[config.mk]
export PLATFORM = sky130hd
export DESIGN_NAME = radial_distance_fade_tile
export DESIGN_NICKNAME = d
export VERILOG_FILES = /design/src/hw/rtl/rdft_pkg.sv /design/src/hw/rtl/radial_distance_fade_tile.sv /design/src/hw/rtl/rdft_sqrt_stage.sv
export SDC_FILE = /design/constraint.sdc
export NUM_CORES = 1
export LEC_CHECK = 0
export ABC_AREA = 1
export BUFFER_PORTS_ARGS = -buffer_cell sky130_fd_sc_hd__buf_2
export CORE_MARGIN = 2
export CORE_UTILIZATION = 39
export DETAILED_ROUTE_END_ITERATION = 16
export PLACE_DENSITY = 0.55
export SYNTH_ARGS = -nofsm -noshare
export SYNTH_HDL_FRONTEND = slang
export SYNTH_SLANG_ARGS = --single-unit
export TNS_END_PERCENT = 5
[constraint.sdc]
create_clock -name clk -period 9.2 [get_ports clk]
set_clock_uncertainty 0.1 [all_clocks]
set_input_delay 0.92 -clock clk [delete_from_list [all_inputs] [get_ports clk]]
set_output_delay 0.92 -clock clk [all_outputs]
set_load 0.02 [all_outputs]
[src/hw/rtl/rdft_pkg.sv]
// ---------------------------------------------------------------------------
// rdft_pkg
// Shared types, constants and the square root digit step of the radial fade.
// ---------------------------------------------------------------------------
package rdft_pkg;

  localparam int MAP_COLUMNS_DEF = 30;
  localparam int MAP_ROWS_DEF    = 20;

  localparam int COL_W   = 5;
  localparam int ROW_W   = 5;
  localparam int STEP_W  = 7;
  localparam int IDX_W   = 10;
  localparam int ENTRY_W = 16;
  localparam int POS_W   = 10;   // signed center coordinates
  localparam int TILE_W  = 10;
  localparam int PAL_W   = 4;
  localparam int LEVEL_W = 4;

  localparam int CELL_SHIFT  = 3;    // eight pixels per cell
  localparam int FADE_OFFSET = 64;
  localparam int FADE_RATE   = 5;
  localparam int LEVEL_MAX   = 15;
  localparam int DONE_STEP   = 70;

  localparam int DIST_W = 10;   // absolute pixel distance, at most 760
  localparam int SQ_W   = 2 * DIST_W;
  localparam int RAD_W  = 22;   // radicand, padded to whole bit pairs
  localparam int PAIRS  = RAD_W / 2;
  localparam int ROOT_W = PAIRS;
  localparam int REM_W  = 13;

  localparam logic [1:0] REG_CENTER_X    = 2'd0;
  localparam logic [1:0] REG_CENTER_Y    = 2'd1;
  localparam logic [1:0] REG_TILE_BASE   = 2'd2;
  localparam logic [1:0] REG_PALETTE_SEL = 2'd3;

  localparam logic signed [POS_W-1:0] CENTER_X_RST = 10'sd120;
  localparam logic signed [POS_W-1:0] CENTER_Y_RST = 10'sd80;

  typedef struct packed {
    logic [RAD_W-1:0]  n;
    logic [REM_W-1:0]  rem;
    logic [ROOT_W-1:0] root;
  } sqrt_t;

  typedef struct packed {
    logic [IDX_W-1:0]  idx;
    logic [STEP_W-1:0] step;
  } side_t;

  // one restoring digit step: bring down a bit pair, try root*4+1
  function automatic sqrt_t sqrt_step(sqrt_t s, logic [1:0] pr);
    logic [REM_W+1:0] r;
    logic [REM_W+1:0] t;
    sqrt_t o;
    o = s;
    r = {s.rem, pr};
    t = {{(REM_W-ROOT_W){1'b0}}, s.root, 2'b01};
    if (r >= t) begin
      o.rem  = REM_W'(r - t);
      o.root = {s.root[ROOT_W-2:0], 1'b1};
    end else begin
      o.rem  = REM_W'(r);
      o.root = {s.root[ROOT_W-2:0], 1'b0};
    end
    return o;
  endfunction

endpackage

[src/hw/rtl/radial_distance_fade_tile.sv]
// ---------------------------------------------------------------------------
// radial_distance_fade_tile
// Tilemap entry generator for a circular fade: distance, root, level, entry.
// ---------------------------------------------------------------------------
// One beat in, one beat out, one beat per cycle sustained while out_tready
// stays high. A beat passes seven register stages: distance, square, sum,
// three stages of the eleven-digit square root, and the level/entry register.
// Every stage holds its own valid bit, so a stall on the output fills the
// bubbles ahead of it before in_tready drops. Configuration is written
// through cfg_we/cfg_index/cfg_data; the user must write it only while the
// pipeline is empty, as the block itself does not enforce this.
module radial_distance_fade_tile #(
  parameter int MAP_COLUMNS = rdft_pkg::MAP_COLUMNS_DEF,
  parameter int MAP_ROWS    = rdft_pkg::MAP_ROWS_DEF
) (
  input  logic        clk,
  input  logic        rst_n,
  input  logic        cfg_we,
  input  logic [1:0]  cfg_index,
  input  logic [9:0]  cfg_data,
  input  logic        in_tvalid,
  output logic        in_tready,
  // tile_col [4:0], tile_row [9:5], frame_step [16:10], zero pad
  input  logic [23:0] in_tdata,
  output logic        out_tvalid,
  input  logic        out_tready,
  // map_index [9:0], tile_entry [25:10], frame_done [26], zero pad
  output logic [31:0] out_tdata
);

  localparam int COL_W  = rdft_pkg::COL_W;
  localparam int ROW_W  = rdft_pkg::ROW_W;
  localparam int STEP_W = rdft_pkg::STEP_W;
  localparam int POS_W  = rdft_pkg::POS_W;
  localparam int DIST_W = rdft_pkg::DIST_W;
  localparam int SQ_W   = rdft_pkg::SQ_W;
  localparam int RAD_W  = rdft_pkg::RAD_W;
  localparam int SUM_W  = 12;

  // configuration
  logic signed [POS_W-1:0]           center_x_r, center_y_r;
  logic [rdft_pkg::TILE_W-1:0]       tile_base_r;
  logic [rdft_pkg::PAL_W-1:0]        palette_sel_r;

  always_ff @(posedge clk) begin
    if (!rst_n) begin
      center_x_r    <= rdft_pkg::CENTER_X_RST;
      center_y_r    <= rdft_pkg::CENTER_Y_RST;
      tile_base_r   <= '0;
      palette_sel_r <= '0;
    end else if (cfg_we) begin
      unique case (cfg_index)
        rdft_pkg::REG_CENTER_X:    center_x_r    <= $signed(cfg_data);
        rdft_pkg::REG_CENTER_Y:    center_y_r    <= $signed(cfg_data);
        rdft_pkg::REG_TILE_BASE:   tile_base_r   <= cfg_data;
        rdft_pkg::REG_PALETTE_SEL: palette_sel_r <= cfg_data[rdft_pkg::PAL_W-1:0];
        default: ;
      endcase
    end
  end

  // handshake chain
  logic s1_rdy, s2_rdy, s3_rdy, o_rdy;
  logic q4_rdy, q5_rdy, q6_rdy;
  logic q4_v, q5_v, q6_v;
  rdft_pkg::sqrt_t q4_sq, q5_sq, q6_sq;
  rdft_pkg::side_t q4_side, q5_side, q6_side;

  // stage 1: saturate cell, absolute distances
  logic [COL_W-1:0]          col_sat;
  logic [ROW_W-1:0]          row_sat;
  logic signed [POS_W:0]     dx, dy;
  logic [DIST_W-1:0]         s1_dx_nxt, s1_dy_nxt;
  logic                      s1_v_r;
  logic [DIST_W-1:0]         s1_dx_r, s1_dy_r;
  rdft_pkg::side_t           s1_side_r;

  always_comb begin
    col_sat = in_tdata[COL_W-1:0];
    row_sat = in_tdata[COL_W +: ROW_W];
    if ({1'b0, col_sat} >= (COL_W+1)'(MAP_COLUMNS)) col_sat = COL_W'(MAP_COLUMNS - 1);
    if ({1'b0, row_sat} >= (ROW_W+1)'(MAP_ROWS))    row_sat = ROW_W'(MAP_ROWS - 1);
    dx = {center_x_r[POS_W-1], center_x_r}
       - $signed({3'b000, col_sat, rdft_pkg::CELL_SHIFT'(0)});
    dy = {center_y_r[POS_W-1], center_y_r}
       - $signed({3'b000, row_sat, rdft_pkg::CELL_SHIFT'(0)});
    s1_dx_nxt = dx[POS_W] ? DIST_W'(-dx) : DIST_W'(dx);
    s1_dy_nxt = dy[POS_W] ? DIST_W'(-dy) : DIST_W'(dy);
  end

  assign s1_rdy    = !s1_v_r || s2_rdy;
  assign in_tready = s1_rdy;

  always_ff @(posedge clk) begin
    if (!rst_n) begin
      s1_v_r <= 1'b0;
    end else if (s1_rdy) begin
      s1_v_r <= in_tvalid;
    end
    if (s1_rdy && in_tvalid) begin
      s1_dx_r        <= s1_dx_nxt;
      s1_dy_r        <= s1_dy_nxt;
      s1_side_r.idx  <= {row_sat, col_sat};
      s1_side_r.step <= in_tdata[COL_W+ROW_W +: STEP_W];
    end
  end

  // stage 2: squares
  logic            s2_v_r;
  logic [SQ_W-1:0] s2_sqx_r, s2_sqy_r;
  rdft_pkg::side_t s2_side_r;

  assign s2_rdy = !s2_v_r || s3_rdy;

  always_ff @(posedge clk) begin
    if (!rst_n) begin
      s2_v_r <= 1'b0;
    end else if (s2_rdy) begin
      s2_v_r <= s1_v_r;
    end
    if (s2_rdy && s1_v_r) begin
      s2_sqx_r  <= SQ_W'(s1_dx_r) * SQ_W'(s1_dx_r);
      s2_sqy_r  <= SQ_W'(s1_dy_r) * SQ_W'(s1_dy_r);
      s2_side_r <= s1_side_r;
    end
  end

  // stage 3: radicand
  logic            s3_v_r;
  rdft_pkg::sqrt_t s3_sq_r;
  rdft_pkg::side_t s3_side_r;

  assign s3_rdy = !s3_v_r || q4_rdy;

  always_ff @(posedge clk) begin
    if (!rst_n) begin
      s3_v_r <= 1'b0;
    end else if (s3_rdy) begin
      s3_v_r <= s2_v_r;
    end
    if (s3_rdy && s2_v_r) begin
      s3_sq_r.n    <= RAD_W'(s2_sqx_r) + RAD_W'(s2_sqy_r);
      s3_sq_r.rem  <= '0;
      s3_sq_r.root <= '0;
      s3_side_r    <= s2_side_r;
    end
  end

  // stages 4..6: square root, bit pairs from the top down
  rdft_sqrt_stage #(.STEPS(4), .FIRST_PAIR(rdft_pkg::PAIRS - 1)) u_sqrt_hi (
    .clk(clk), .rst_n(rst_n),
    .in_valid(s3_v_r), .in_ready(q4_rdy), .in_sq(s3_sq_r), .in_side(s3_side_r),
    .out_valid(q4_v), .out_ready(q5_rdy), .out_sq(q4_sq), .out_side(q4_side)
  );

  rdft_sqrt_stage #(.STEPS(4), .FIRST_PAIR(rdft_pkg::PAIRS - 5)) u_sqrt_mid (
    .clk(clk), .rst_n(rst_n),
    .in_valid(q4_v), .in_ready(q5_rdy), .in_sq(q4_sq), .in_side(q4_side),
    .out_valid(q5_v), .out_ready(q6_rdy), .out_sq(q5_sq), .out_side(q5_side)
  );

  rdft_sqrt_stage #(.STEPS(rdft_pkg::PAIRS - 8), .FIRST_PAIR(rdft_pkg::PAIRS - 9)) u_sqrt_lo (
    .clk(clk), .rst_n(rst_n),
    .in_valid(q5_v), .in_ready(q6_rdy), .in_sq(q5_sq), .in_side(q5_side),
    .out_valid(q6_v), .out_ready(o_rdy), .out_sq(q6_sq), .out_side(q6_side)
  );

  // stage 7: fade level and entry
  logic [9:0]                        step5;
  logic signed [SUM_W-1:0]           fade_sum, fade_q, lvl_raw;
  logic [rdft_pkg::LEVEL_W-1:0]      level;
  logic [rdft_pkg::TILE_W-1:0]       tile_num;
  logic [rdft_pkg::ENTRY_W-1:0]      entry_nxt;
  logic                              done_nxt;

  always_comb begin
    step5    = 10'(q6_side.step) * 10'(rdft_pkg::FADE_RATE);
    fade_sum = $signed(SUM_W'(q6_sq.root)) + SUM_W'(rdft_pkg::FADE_OFFSET)
             - $signed(SUM_W'(step5));
    // divide by four toward zero
    fade_q   = (fade_sum + (fade_sum[SUM_W-1] ? SUM_W'(3) : SUM_W'(0))) >>> 2;
    lvl_raw  = SUM_W'(rdft_pkg::LEVEL_MAX) - fade_q;
    if (lvl_raw[SUM_W-1]) begin
      level = '0;
    end else if (lvl_raw > SUM_W'(rdft_pkg::LEVEL_MAX)) begin
      level = rdft_pkg::LEVEL_W'(rdft_pkg::LEVEL_MAX);
    end else begin
      level = lvl_raw[rdft_pkg::LEVEL_W-1:0];
    end
    tile_num  = tile_base_r + rdft_pkg::TILE_W'(level);
    entry_nxt = {palette_sel_r, 2'b00, tile_num};
    done_nxt  = q6_side.step >= STEP_W'(rdft_pkg::DONE_STEP);
  end

  logic                         out_tvalid_r;
  logic [rdft_pkg::IDX_W-1:0]   out_idx_r;
  logic [rdft_pkg::ENTRY_W-1:0] out_entry_r;
  logic                         out_done_r;

  assign o_rdy = !out_tvalid_r || out_tready;

  always_ff @(posedge clk) begin
    if (!rst_n) begin
      out_tvalid_r <= 1'b0;
    end else if (o_rdy) begin
      out_tvalid_r <= q6_v;
    end
    if (o_rdy && q6_v) begin
      out_idx_r   <= q6_side.idx;
      out_entry_r <= entry_nxt;
      out_done_r  <= done_nxt;
    end
  end

  assign out_tvalid = out_tvalid_r;
  assign out_tdata  = {5'b0, out_done_r, out_entry_r, out_idx_r};

`ifndef SYNTH
  // a stalled distance stage keeps its beat
  a_s1_hold: assert property (@(posedge clk) disable iff (!rst_n)
    s1_v_r && !s2_rdy |=> s1_v_r && $stable(s1_side_r) && $stable(s1_dx_r))
    else $error("stage 1 beat lost under stall");

  // the finished root is the floor square root of the radicand
  a_root_floor: assert property (@(posedge clk) disable iff (!rst_n)
    q6_v |-> (32'(q6_sq.root) * 32'(q6_sq.root) <= 32'(q6_sq.n)) &&
             ((32'(q6_sq.root) + 32'd1) * (32'(q6_sq.root) + 32'd1) > 32'(q6_sq.n)))
    else $error("square root out of range");

  // flip bits of the entry stay clear
  a_flip_zero: assert property (@(posedge clk) disable iff (!rst_n)
    out_tvalid_r |-> out_entry_r[11:10] == 2'b00 && out_tdata[31:27] == 5'b0)
    else $error("entry flip bits set");
`endif

endmodule

[src/hw/rtl/rdft_sqrt_stage.sv]
// ---------------------------------------------------------------------------
// rdft_sqrt_stage
// One registered pipeline stage of the square root, STEPS digit steps deep.
// ---------------------------------------------------------------------------
module rdft_sqrt_stage #(
  parameter int STEPS      = 4,
  parameter int FIRST_PAIR = 10
) (
  input  logic                clk,
  input  logic                rst_n,
  input  logic                in_valid,
  output logic                in_ready,
  input  rdft_pkg::sqrt_t     in_sq,
  input  rdft_pkg::side_t     in_side,
  output logic                out_valid,
  input  logic                out_ready,
  output rdft_pkg::sqrt_t     out_sq,
  output rdft_pkg::side_t     out_side
);

  logic            v_r;
  rdft_pkg::sqrt_t sq_r;
  rdft_pkg::side_t side_r;
  rdft_pkg::sqrt_t sq_nxt;

  assign in_ready = !v_r || out_ready;

  always_comb begin
    sq_nxt = in_sq;
    for (int k = 0; k < STEPS; k++) begin
      sq_nxt = rdft_pkg::sqrt_step(sq_nxt, in_sq.n[2*(FIRST_PAIR-k) +: 2]);
    end
  end

  always_ff @(posedge clk) begin
    if (!rst_n) begin
      v_r <= 1'b0;
    end else if (in_ready) begin
      v_r <= in_valid;
    end
    if (in_ready && in_valid) begin
      sq_r   <= sq_nxt;
      side_r <= in_side;
    end
  end

  assign out_valid = v_r;
  assign out_sq    = sq_r;
  assign out_side  = side_r;

endmodule
# --- Yosys cells after proc, flatten, opt, wreduce, memory -nomap -nowiden ---
# Index checks and enable logic that the tools add are counted.
word_totals:
  ff_bits: 328
  in_bits: 41
  out_inout_bits: 34
  word_cells: 123
classes:
  n_addsub: 20
  n_mul: 3
  magnitude_cmp: 15
  eq_ne: 3
  mux: 18
  reduce_logical: 26
ops:
  columns: ["cell", "n"]
  rows:
  - ["$mux 24", 10]
  - ["$ge 15x13->1", 10]
  - ["$sub 13x13->13", 9]
  - ["$mul 10x10->20", 2]
  - ["$sub 10x9->11", 2]
  - ["$add 20x20->21", 1]
  - ["$mux 10", 2]
  - ["$neg 10->10", 2]
  - ["$add 11x7->12 const B", 1]
  - ["$add 12x3->12", 1]
  - ["$sub 12x11->12", 1]
  - ["$gt 11x5->1 const B", 1]
  - ["$sub 5x10->11 const A", 1]
  - ["$add 10x4->10", 1]
  - ["$ge 5x5->1 const B", 2]
  - ["$mul 7x3->10 const B", 1]
  - ["$mux 5", 2]
  - ["$mux 4", 2]
  - ["$reduce_and 2->1", 4]
  - ["$ge 7x7->1 const B", 1]
  - ["$logic_and 1x1->1", 7]
  - ["$logic_not 1->1", 7]
  - ["$logic_or 1x1->1", 7]
  - ["$eq 2x2->1 const B", 2]
  - ["other kinds (6)", 6]

# --- Longest topological paths before layout ---
# Gate-level depths: netlist of run 1.
depth:
  ltp_word: 9
  ltp_mapped: 47
  ltp_nobuf: 43

# --- Hierarchy ---
# From an unflattened synthesis of run 1, not the netlist that was laid out.
hier_totals:
  hier_cells: 3361
  area_unflattened_um2: 29588.4
by_module_without_submodules:
  columns: ["module", "instances", "cells_per_inst", "area_per_inst_um2", "seq_area_each_um2"]
  rows:
  - ["radial_distance_fade_tile", 1, 1549, 14606.5, 5415.2]
  - ["rdft_sqrt_stage at u_sqrt_mid", 1, 654, 5237.5, 1911.8]
  - ["rdft_sqrt_stage at u_sqrt_hi", 1, 637, 5132.4, 1911.8]
  - ["rdft_sqrt_stage at u_sqrt_lo", 1, 521, 4611.9, 1911.8]

# --- Least setup slack after synthesis of run 1 ---
# OpenSTA, ideal clock, no wires.
synth_path:
  path_kind: "register to register"
  from: "register u_sqrt_hi.sq_r (netlist bit u_sqrt_hi.out_sq[0])"
  to: "register u_sqrt_mid.sq_r (netlist bit u_sqrt_mid.out_sq[17]) (data pin)"
  setup_ps: 252
  t_arrival_ps: 6034
  required_time_ps: 8848
  slack_ps: 2813
  path_stages_with_launch: 42
  path_buffers: 6
  synth_period_minus_slack_ps: 6387
  path_cell_list: "edfxtp_1 > inv_1 > ha_1 > buf_6 > a21oi_1 > nand2_1 > nand2_4 > nand2_8 > nor2_8 > buf_2 > o21ai_0 > ha_1 > inv_1 > o21ai_0 > nor2_1 > nand2_1 > nor2_4 > nand2_4 > [6 not listed] > and3_1 > nand3_1 > nand2_1 > nor2_4 > nand3_2 > buf_6 > inv_1 > buf_2 > o21ai_0 > ha_1 > a21o_1 > nor2_1 > nand2_1 > a21oi_4 > nand3_2 > buf_6 > nand2_1 > nand2_1"
synth_rtl:
  columns: ["item", "line_no", "rtl"]
  rows:
  - ["start, declared", "rdft_sqrt_stage.sv:22", "rdft_pkg::sqrt_t sq_r;"]
  - ["start signal, assigned", "rdft_sqrt_stage.sv:42", "sq_r <= sq_nxt;"]
  - ["end signal, assigned", "rdft_sqrt_stage.sv:42", null]
  - ["end, declared", "rdft_sqrt_stage.sv:22", null]

==> results of run 1 <==
[final cells by class]
cell class,count,share of cell area
clock inverters,24,0.00984
clock buffers,40,0.0370
repair buffers,66,0.0138
inverters,456,0.0684
well taps,765,0.0382
flip-flops and latches,316,0.362
multi-input cells,1663,0.470
[how the worst max path moves through the flow]
| stage | start | to | slack, ps | depth (start not counted) |
|---|---|---|---|---|
| floorplan | u_sqrt_hi.out_sq[0]$_DFFE_PP_ | u_sqrt_mid.out_sq[17]$_DFFE_PP_ | 2810 | 41 |
| global placement | u_sqrt_hi.out_sq[3]$_DFFE_PP_ | u_sqrt_mid.out_sq[17]$_DFFE_PP_ | 1540 | 39 |
| detailed placement | u_sqrt_hi.out_sq[0]$_DFFE_PP_ | u_sqrt_mid.out_sq[17]$_DFFE_PP_ | 1420 | 37 |
| CTS | u_sqrt_hi.out_sq[0]$_DFFE_PP_ | u_sqrt_mid.out_sq[17]$_DFFE_PP_ | 1390 | 37 |
| global route | u_sqrt_hi.out_sq[3]$_DFFE_PP_ | u_sqrt_mid.out_sq[13]$_DFFE_PP_ | 630 | 38 |
| finish | u_sqrt_hi.out_sq[0]$_DFFE_PP_ | u_sqrt_mid.out_sq[15]$_DFFE_PP_ | 1390 | 37 |
[where the power goes]
part | internal [mW] | total (mW) | leakage (nW) | switching [mW]
sequential | 2.01 | 2.12 | 2.85 | 0.111
clock | 0.798 | 1.39 | 0.562 | 0.592
combinational | 1.77 | 4.26 | 8.55 | 2.49
[flip-flops by register name, indices dropped and copies added, names as in the netlist, 19 cells and up]
signal	cells
s3_sq_r	21
u_sqrt_hi.out_sq	31
u_sqrt_mid.out_sq	27
s2_sqy_r	19
s2_sqx_r	19
[stage by stage]
stage,utilization,cell area [µm²],total power [mW],instances
after floorplan,-,22800,5.53,2488
after global placement,0.413,23900,6.39,3266
after detailed placement,0.413,23900,6.44,3266
after CTS,0.433,25100,7.92,3330
after global routing,0.433,25100,8.63,3330
final,0.433,25100,7.77,3330
[logic make-up after synthesis]
family | after synthesis | synth area share
xor+xnor | 157 | 0.0603
flops | 316 | 0.398
other cells | 1 | 0.000164
simple gates | 864 | 0.167
compound gates | 302 | 0.0733
mux | 1 | 0.000494
fa+ha+maj | 332 | 0.214
buf+inv | 509 | 0.0868
[layout by cell type (no fill, tap or decap), types with 3 or more instances in the layout]
master      count
nand2_1       496
inv_1         446
edfxtp_1      275
ha_1          235
nor2_1        138
a21oi_1       122
o21ai_0       122
xor2_1        121
nand3_1       119
fa_1           97
buf_2          60
dfxtp_1        41
xnor2_1        36
clkbuf_16      36
nand4_1        20
nor3_1         20
o21bai_1       14
nand3b_1       12
or2_2          11
nor2_4         10
nand3_2        10
clkinv_1        8
nand2_2         7
a21o_1          7
conb_1          7
clkinv_2        7
nor2_2          6
inv_2           6
a31oi_1         6
buf_4           6
a211oi_1        5
o211ai_1        5
nand2_4         4
o21ai_1         4
o21a_1          4
clkinvlp_4      4
nor4_1          3
clkbuf_1        3
inv_6           3
[critical path: cells and delay by family, from the launching register on]
family,cells,cell delay (ps)
AOI/OAI and AO/OA,6,1420
and+or+nand+nor,23,3290
adders and majority gates,4,1570
buffers and inverters,4,720
DFF,1,420
[layer usage]
metal	GRT usage	vias up	wire (µm)
met5	0	-	0
met4	0.0346	0	784
met3	0.0223	57	1410
met2	0.262	202	21200
met1	0.210	7402	22000
li1	-	8179	-
==> reports/results.txt, run 1 <==
Post-Syn Area: 0.0228 mm²
Initial antenna violation count: 0
Row count: 88
Hold buffers post-CTS: 0
Final HPWL DP: 36.6 mm
Pwr dens: 310 mW/mm²
Via count: 15,800
Top cell type's share of synthesized area: 0.362
Mapped Cells: 2,482
Pre-CTS WS: 1420 ps
Pin count of the biggest net entering global routing: 56
FMAX: 0.128 GHz
Count of cell types in the netlist: 54
Pleak: 12.0 nW
Most frequent CP cell: nand2_1
Post-cts sizing count: 0
Vias in the first global route: 15,900
Worst hold path endpoint: u_sqrt_hi.out_sq[28]$_DFFE_PP_
Worst hold path stage count: 0
RR Startpoint: u_sqrt_hi.out_sq[0]$_DFFE_PP_
Clk pin slew, worst setup/hold paths: 60 ps
Worst setup SP type: flip-flop
Peak supply drop: 389 µV
Slew Limit Fails: 0
R2R depth: 37
Min-delay src: s3_sq_r[28]$_DFFE_PP_
Worst-path maximum fanout: 17
Antenna Nets Post-Route: 0
Clk root buf: clkbuf_16
TritonCTS clock tree: done
Biggest cell delay along the critical path: 440 ps
DRC Markers: 0
Port Buffer Count: 60
Final hold slack: 305 ps
Area growth, synth to finish: 9.86%
Setup CP Type: reg -> reg
Die Y: 246 µm
Critical-path top delay cell: ha_1
DRT Pass-1 Iters: 7
Status: finished, final reports clean
EDFF count, synth: 275
Layout Nets: 2,912
Final Cycle Share: 0.849
Synthesized flop and latch total: 316
RSZ-0062 raised after global routing: no
CP Capture Type: flip-flop
Grt total ovfl: 0
Final hold violation count: 0
Commonest register cell after synthesis: edfxtp_1
WP data arrival: 8010 ps
Top-count cell post-synth: nand2_1
Mean Syn Cell Area: 9.19 µm²
Initial drt markers: 672
Ant. Diodes: 0
Max Root-Sink Buffers: 3
Drt via density: 4.76
H-tree levels: 2
Die area: 0.0604 mm²
Synth top cells by count: nand2_1 (496), inv_1 (447), edfxtp_1 (275), ha_1 (235), nor2_1 (141)
Post-route minimum period: 7810 ps
R2R Setup Slk: 1390 ps
Required time of the critical path: 9390 ps
First-pass GRT wire length: 76.9 mm
Fin Setup TNS: 0 ps
Synth Warn #: 0
Fillcell total: 5,605
Initial Util: 0.395
Max-cap viol count: 0
Worst Tran Pin Value: 1140 ps
Sequential-to-total area share from yosys stat: 0.398
Core Region: 0.0578 mm²
CTS Sinks: 316
GRT Total Usage: 0.155
Slew headroom: 0.240
Skew-Pair Late Insertion Delay: 550 ps
Multi-input logic area: 0.0118 mm²
Setup Viol. Count Final: 0
Largest area contributor in the netlist: edfxtp_1
Wire per inst: 13.6 µm
Type of the worst min-delay path: reg -> reg
Fin worst setup slack: 1390 ps
Chip width: 246 µm
Ports: 75
Routed wire length: 45.3 mm
Async S/R FF share, synth: 0
Post CTS Setup Buffer Count: 0
RR Endpoint: u_sqrt_mid.out_sq[15]$_DFFE_PP_
Register area: 0.00908 mm²
Main area contributors after synthesis: edfxtp_1 (36%), ha_1 (13%), fa_1 (8.5%)
Num CTS Buffers: 36
RD Place Congestion: 0.855
Share of layout cells above drive strength 1: 0.0721
(Power assumes the default switching activity.)
==> run 2: changes to the inputs <==
Clock period 9.2 ns to 7.2 ns, I/O delays scaled along.
==> run 2 against run 1 <==
Power is 28% higher. Highest routed layer unchanged. First-iteration DRC count is 20% higher. Sequential power is 28% higher. Worst setup slack worse by 890 ps. Register-to-register slack worse by 890 ps.
==> reports/results.txt, run 2 (synthesis results as in run 1) <==
Slew Limit Fails: 0
RR Startpoint: u_sqrt_lo.out_side[3]$_DFFE_PP_
Core Region: 0.0578 mm²
RD Place Congestion: 0.869
Highest-count cells in the layout ignoring fill and taps: nand2_1 (496), inv_1 (445), edfxtp_1 (275), ha_1 (231), nor2_1 (137)
Wire length on met2: 21.9 mm
Post-route minimum period: 6700 ps
Routed wire length: 46.2 mm
Setup CP Type: reg -> reg
Pleak: 12.2 nW
Drt via density: 4.77
Setup Viol. Count Final: 0
Initial Util: 0.395
Type of the worst min-delay path: in -> reg
GRT Total Usage: 0.158
Ant. Diodes: 0
Most frequent CP cell: nand2_1
FMAX: 0.149 GHz
Die Y: 246 µm
WP data arrival: 6890 ps
Register area: 0.00908 mm²
Multi-input logic area: 0.0118 mm²
Worst Tran Pin Value: 1120 ps
Row count: 88
Grt total ovfl: 0
Antenna Nets Post-Route: 0
Wire per inst: 13.7 µm
Worst-path maximum fanout: 4
Slew headroom: 0.254
Share of layout cells above drive strength 1: 0.0897
First-pass GRT wire length: 78.7 mm
Family with the most delay on the worst path: adder cells
Area growth, synth to finish: 11.4%
Final Cycle Share: 0.931
Die area: 0.0604 mm²
Max Used Layer: met4
Final HPWL DP: 37.0 mm
Chip width: 246 µm
Pwr dens: 391 mW/mm²
Critical-path top delay cell: edfxtp_1
Final hold slack: 250 ps
Max-cap viol count: 0
TritonCTS clock tree: done
DRC Markers: 0
Status: finished, final reports clean
Required time of the critical path: 7390 ps
Worst setup SP type: flip-flop
RSZ-0062 raised after global routing: no
M1 wire length: 21.9 mm
CTS Sinks: 316
Wire length on met3: 1.48 mm
Ports: 75
Layout Nets: 2,956
Clk pin slew, worst setup/hold paths: 60 ps
Max Root-Sink Buffers: 3
Initial drt markers: 809
Biggest cell delay along the critical path: 460 ps
Crit. Startpoint: u_sqrt_lo.out_side[3]$_DFFE_PP_
H-tree levels: 2
Skew-Pair Late Insertion Delay: 550 ps
Final hold violation count: 0
Fillcell total: 5,573
Via count: 16,100
Fin Setup TNS: 0 ps
Min-delay src: in_tdata[13]
CP Capture Type: flip-flop
Pin count of the biggest net entering global routing: 56
Peak supply drop: 404 µV
Commonest non-fill, non-tap cell in the layout: nand2_1
Clk root buf: clkbuf_16
Num CTS Buffers: 36
DRT Pass-1 Iters: 5
Vias in the first global route: 16,300
Max reg flops: 31
Initial antenna violation count: 0
Port Buffer Count: 60
WP buf/inv: 3
[run 2: cell count changes in the layout (fill, tap and decap cells not counted), sizes merged]
cell | previous run | this run
bufinv | 2 | 1
inv | 456 | 453
clkbuf | 40 | 47
buf | 66 | 110
clkinvlp | 4 | 2
clkinv | 18 | 16
[run 2: through the flow]
step	utilization	setup slack [ps]	std cells	power, mW	cell area (µm²)
after global routing	0.440	10.9	3373	11.0	25400
after global placement	0.419	393	3307	8.21	24200
after floorplan	-	813	2488	7.07	22800
after detailed placement	0.419	200	3307	8.28	24200
final	0.440	500	3373	9.92	25400
after CTS	0.438	183	3370	10.1	25300
[run 2: report_power, final]
part           leakage (nW)  switching [mW]  internal [mW]
clock                 0.536           0.730          0.977
sequential             2.85           0.149           2.57
combinational          8.77            3.20           2.30
total                  12.2            4.08           5.85
[run 2: final timing paths]
kind | endpoint | cells after the start | slack [ps]
worst max-delay path | out_entry_r[8]$_DFFE_PP_ | 33 | 500
worst min-delay path | s1_side_r[3]$_DFFE_PP_ | 1 | 250
worst min register to register | u_sqrt_lo.out_side[1]$_DFFE_PP_ | 0 | 310
worst max register to register | out_entry_r[8]$_DFFE_PP_ | 33 | 500
[run 2: area by class of cell]
type / instances / area share
well taps: 765 / 0.0377
repair buffers: 110 / 0.0271
clock buffers: 47 / 0.0371
multi-input cells: 1663 / 0.466
flip-flops and latches: 316 / 0.357
clock inverters: 16 / 0.00709
inverters: 456 / 0.0675
[run 2: per-layer routing]
metal  up-vias  track usage
met4         0       0.0430
li1       8277            -
met1      7561        0.209
met2       190        0.271
met3        55       0.0228
met5         -            0
[run 2: timing repair]
| item | CTS | global route |
|---|---|---|
| gates resized for setup | 0 | 18 |
| buffers inserted | 0 | 3 |
| hold buffers | 0 | 0 |
| endpoints found under the setup margin | 0 | 18 |
==> run 3: changes to the inputs <==
Settings changed: ABC_AREA 1 to unset.
==> run 3 against run 2 <==
The flow now finishes with violations (setup timing). Sequential share of layout area decreased by 0.78 points. Power down 12%. Clock-buffer cell count decreased by 2. Area after synthesis decreased by 2.0%. Die area is 1.9% lower. Non-clock buffer count increased by 96. Combinational power decreased by 20%. Final cell count shrank 8.4%. Core utilization grew 2.0 points. Critical path depth rose by 5. Sequential power shrank 7%. Wire length increased by 1.7%. Largest power group unchanged.
==> reports/results.txt, run 3 <==
Via count: 15,400
Fin worst setup slack: -559 ps
Share of layout cells above drive strength 1: 0.149
Skew-Pair Late Insertion Delay: 540 ps
Ant. Diodes: 0
Placed Instances: 3,008
Max Root-Sink Buffers: 3
Mean Syn Cell Area: 10.6 µm²
Biggest cell delay along the critical path: 410 ps
Initial drt markers: 587
Final hold violation count: 0
Most frequent CP cell: nor2_4
Synthesized flop and latch total: 316
Seq pwr share: 0.289
Status: finished, violations left
Area growth, synth to finish: 16.2%
RSZ-0062 raised after global routing: yes
Final HPWL DP: 36.5 mm
CP Capture Type: flip-flop
GRT met3 Usage: 0.0200
Grt total ovfl: 0
Layout Cells excl Fill: 3,089
Die Y: 243 µm
WP data arrival: 7940 ps
Mapped Cells: 2,106
Vias in the first global route: 15,500
Logic pwr share: 0.503
Main area contributors after synthesis: edfxtp_1 (37%), ha_1 (13%), fa_1 (8.7%)
Largest area contributor in the netlist: edfxtp_1
Fin Setup TNS: -6210 ps
Setup CP Type: reg -> reg
GRT Max-Usage Layer: met2
DRC Markers: 0
EDFF count, synth: 275
Initial antenna violation count: 0
RD Place Congestion: 0.861
Violated checks: setup timing
Highest-count cells in the layout ignoring fill and taps: edfxtp_1 (275), ha_1 (232), inv_1 (203), nand2_1 (165), buf_4 (142)
Worst-path maximum fanout: 6
Type of the worst min-delay path: in -> reg
Met1 GRT Util: 0.216
H-tree levels: 2
Routed wire length: 47.0 mm
Max-cap viol count: 0
Clock power share: 0.208
Final Cycle Share: 1.08
Async S/R FF share, synth: 0
DRT Pass-1 Iters: 6
Post-route minimum period: 7760 ps
Commonest register cell after synthesis: edfxtp_1
Count of cell types in the netlist: 92
Row count: 87
Die area: 0.0592 mm²
Commonest non-fill, non-tap cell in the layout: edfxtp_1
Post-Syn Area: 0.0224 mm²
Pleak: 11.2 nW
FMAX: 0.129 GHz
Top-count cell post-synth: edfxtp_1
Num CTS Buffers: 36
Sequential-to-total area share from yosys stat: 0.406
Total power: 8.78 mW
Layout Nets: 2,680
Setup Viol. Count Final: 14
Hold buffers post-CTS: 0
Ports: 75
GRT Total Usage: 0.160
Clk pin slew, worst setup/hold paths: 60 ps
Fin util: 0.460
Psw: 3.21 mW
Pre-CTS WS: -551 ps
First-pass GRT wire length: 77.5 mm
Antenna Nets Post-Route: 0
Initial Util: 0.396
Max reg flops: 31
Peak supply drop: 262 µV
Synth Warn #: 0
CTS Sinks: 316
TritonCTS clock tree: done
Critical-path top delay cell: edfxtp_1
Required time of the critical path: 7380 ps
Pwr dens: 338 mW/mm²
Slew headroom: 0.248
Core Region: 0.0565 mm²
Port Buffer Count: 60
Pint: 5.57 mW
Synth top cells by count: edfxtp_1 (275), ha_1 (235), inv_1 (204), nand2_1 (165), nor2_1 (144)
Sw Ratio: 0.366
Worst Tran Pin Value: 1130 ps
Clk root buf: clkbuf_16
Worst setup SP type: flip-flop
GR Util met2: 0.269
Slew Limit Fails: 0
Top cell type's share of synthesized area: 0.369
Wire per inst: 15.2 µm
Chip width: 243 µm
Pin count of the biggest net entering global routing: 56
Drt via density: 4.99
-- run 3: final cells by class --
| type | instances | area, µm² |
|---|---|---|
| Timing Repair Buffer | 206 | 1420 |
| Fill cell | 5291 | 30500 |
| Sequential cell | 316 | 9080 |
| Clock buffer | 45 | 977 |
| Inverter | 209 | 790 |
| Tap cell | 756 | 946 |
| Clock inverter | 19 | 198 |
| Multi-Input combinational cell | 1538 | 12600 |
-- run 3: what timing repair did --
| action | CTS | global route |
|---|---|---|
| setup endpoints to repair | 14 | 18 |
| pin swaps | 1 | 31 |
| hold endpoints to repair | 0 | 0 |
| gates cloned | 1 | 0 |
| gates resized for setup | 1 | 49 |
| buffers inserted | 0 | 16 |
-- run 3: power groups by stage --
stage,sequential [mW],clock (mW),combinational (mW)
finish,2.54,1.82,4.41
global route,2.56,1.95,5.13
floorplan,2.52,0,3.55
detailed placement,2.58,0,4.40
CTS,2.54,1.88,4.46
global placement,2.58,0,4.35
-- run 3: path summary, 6_finish.rpt --
kind / from / to / slack, ps / depth (start not counted)
setup / recovery: u_sqrt_hi.out_sq[3]$_DFFE_PP_ / u_sqrt_mid.out_sq[21]$_DFFE_PP_ / -560 / 38
hold / removal: in_tdata[12] / s1_side_r[2]$_DFFE_PP_ / 260 / 1
setup reg to reg: u_sqrt_hi.out_sq[3]$_DFFE_PP_ / u_sqrt_mid.out_sq[21]$_DFFE_PP_ / -560 / 38
hold reg to reg: s1_side_r[7]$_DFFE_PP_ / s2_side_r[7]$_DFFE_PP_ / 310 / 0
-- run 3: worst max-delay path, delay by kind of cell, from the launching register on --
family,cells,cell delay [ps]
simple gates,18,2940
compound gates,12,2420
fa+ha+maj,4,1000
flops,1,410
mux,1,250
buf+inv,2,200
xor+xnor,1,190
-- run 3: stage by stage --
step	hold slack, ps	cell area (µm²)
2_1_floorplan	300	22400
3_3_place_gp	301	24500
3_5_place_dp	305	24500
4_1_cts	227	25600
5_1_grt	235	26000
6_report	264	26000
-- run 3: kinds of logic (layout without fill, tap and decap cells) --
family	after synthesis	in the layout	synth area share
AND/OR/NAND/NOR	624	625	0.142
AO/OA/AOI/OAI	393	393	0.115
adder cells (fa/ha/maj)	332	332	0.218
flip-flops	316	316	0.406
buffers and inverters	259	479	0.0451
XOR/XNOR	152	152	0.0596
multiplexers	29	29	0.0134
other	1	7	0.000168
-- run 3: layer usage --
| layer | share of wire | wire length [µm] |
|---|---|---|
| met2 | 0.47 | 22300 |
| met5 | 0 | 0 |
| met4 | 0.021 | 993 |
| met1 | 0.48 | 22300 |
| met3 | 0.029 | 1350 |
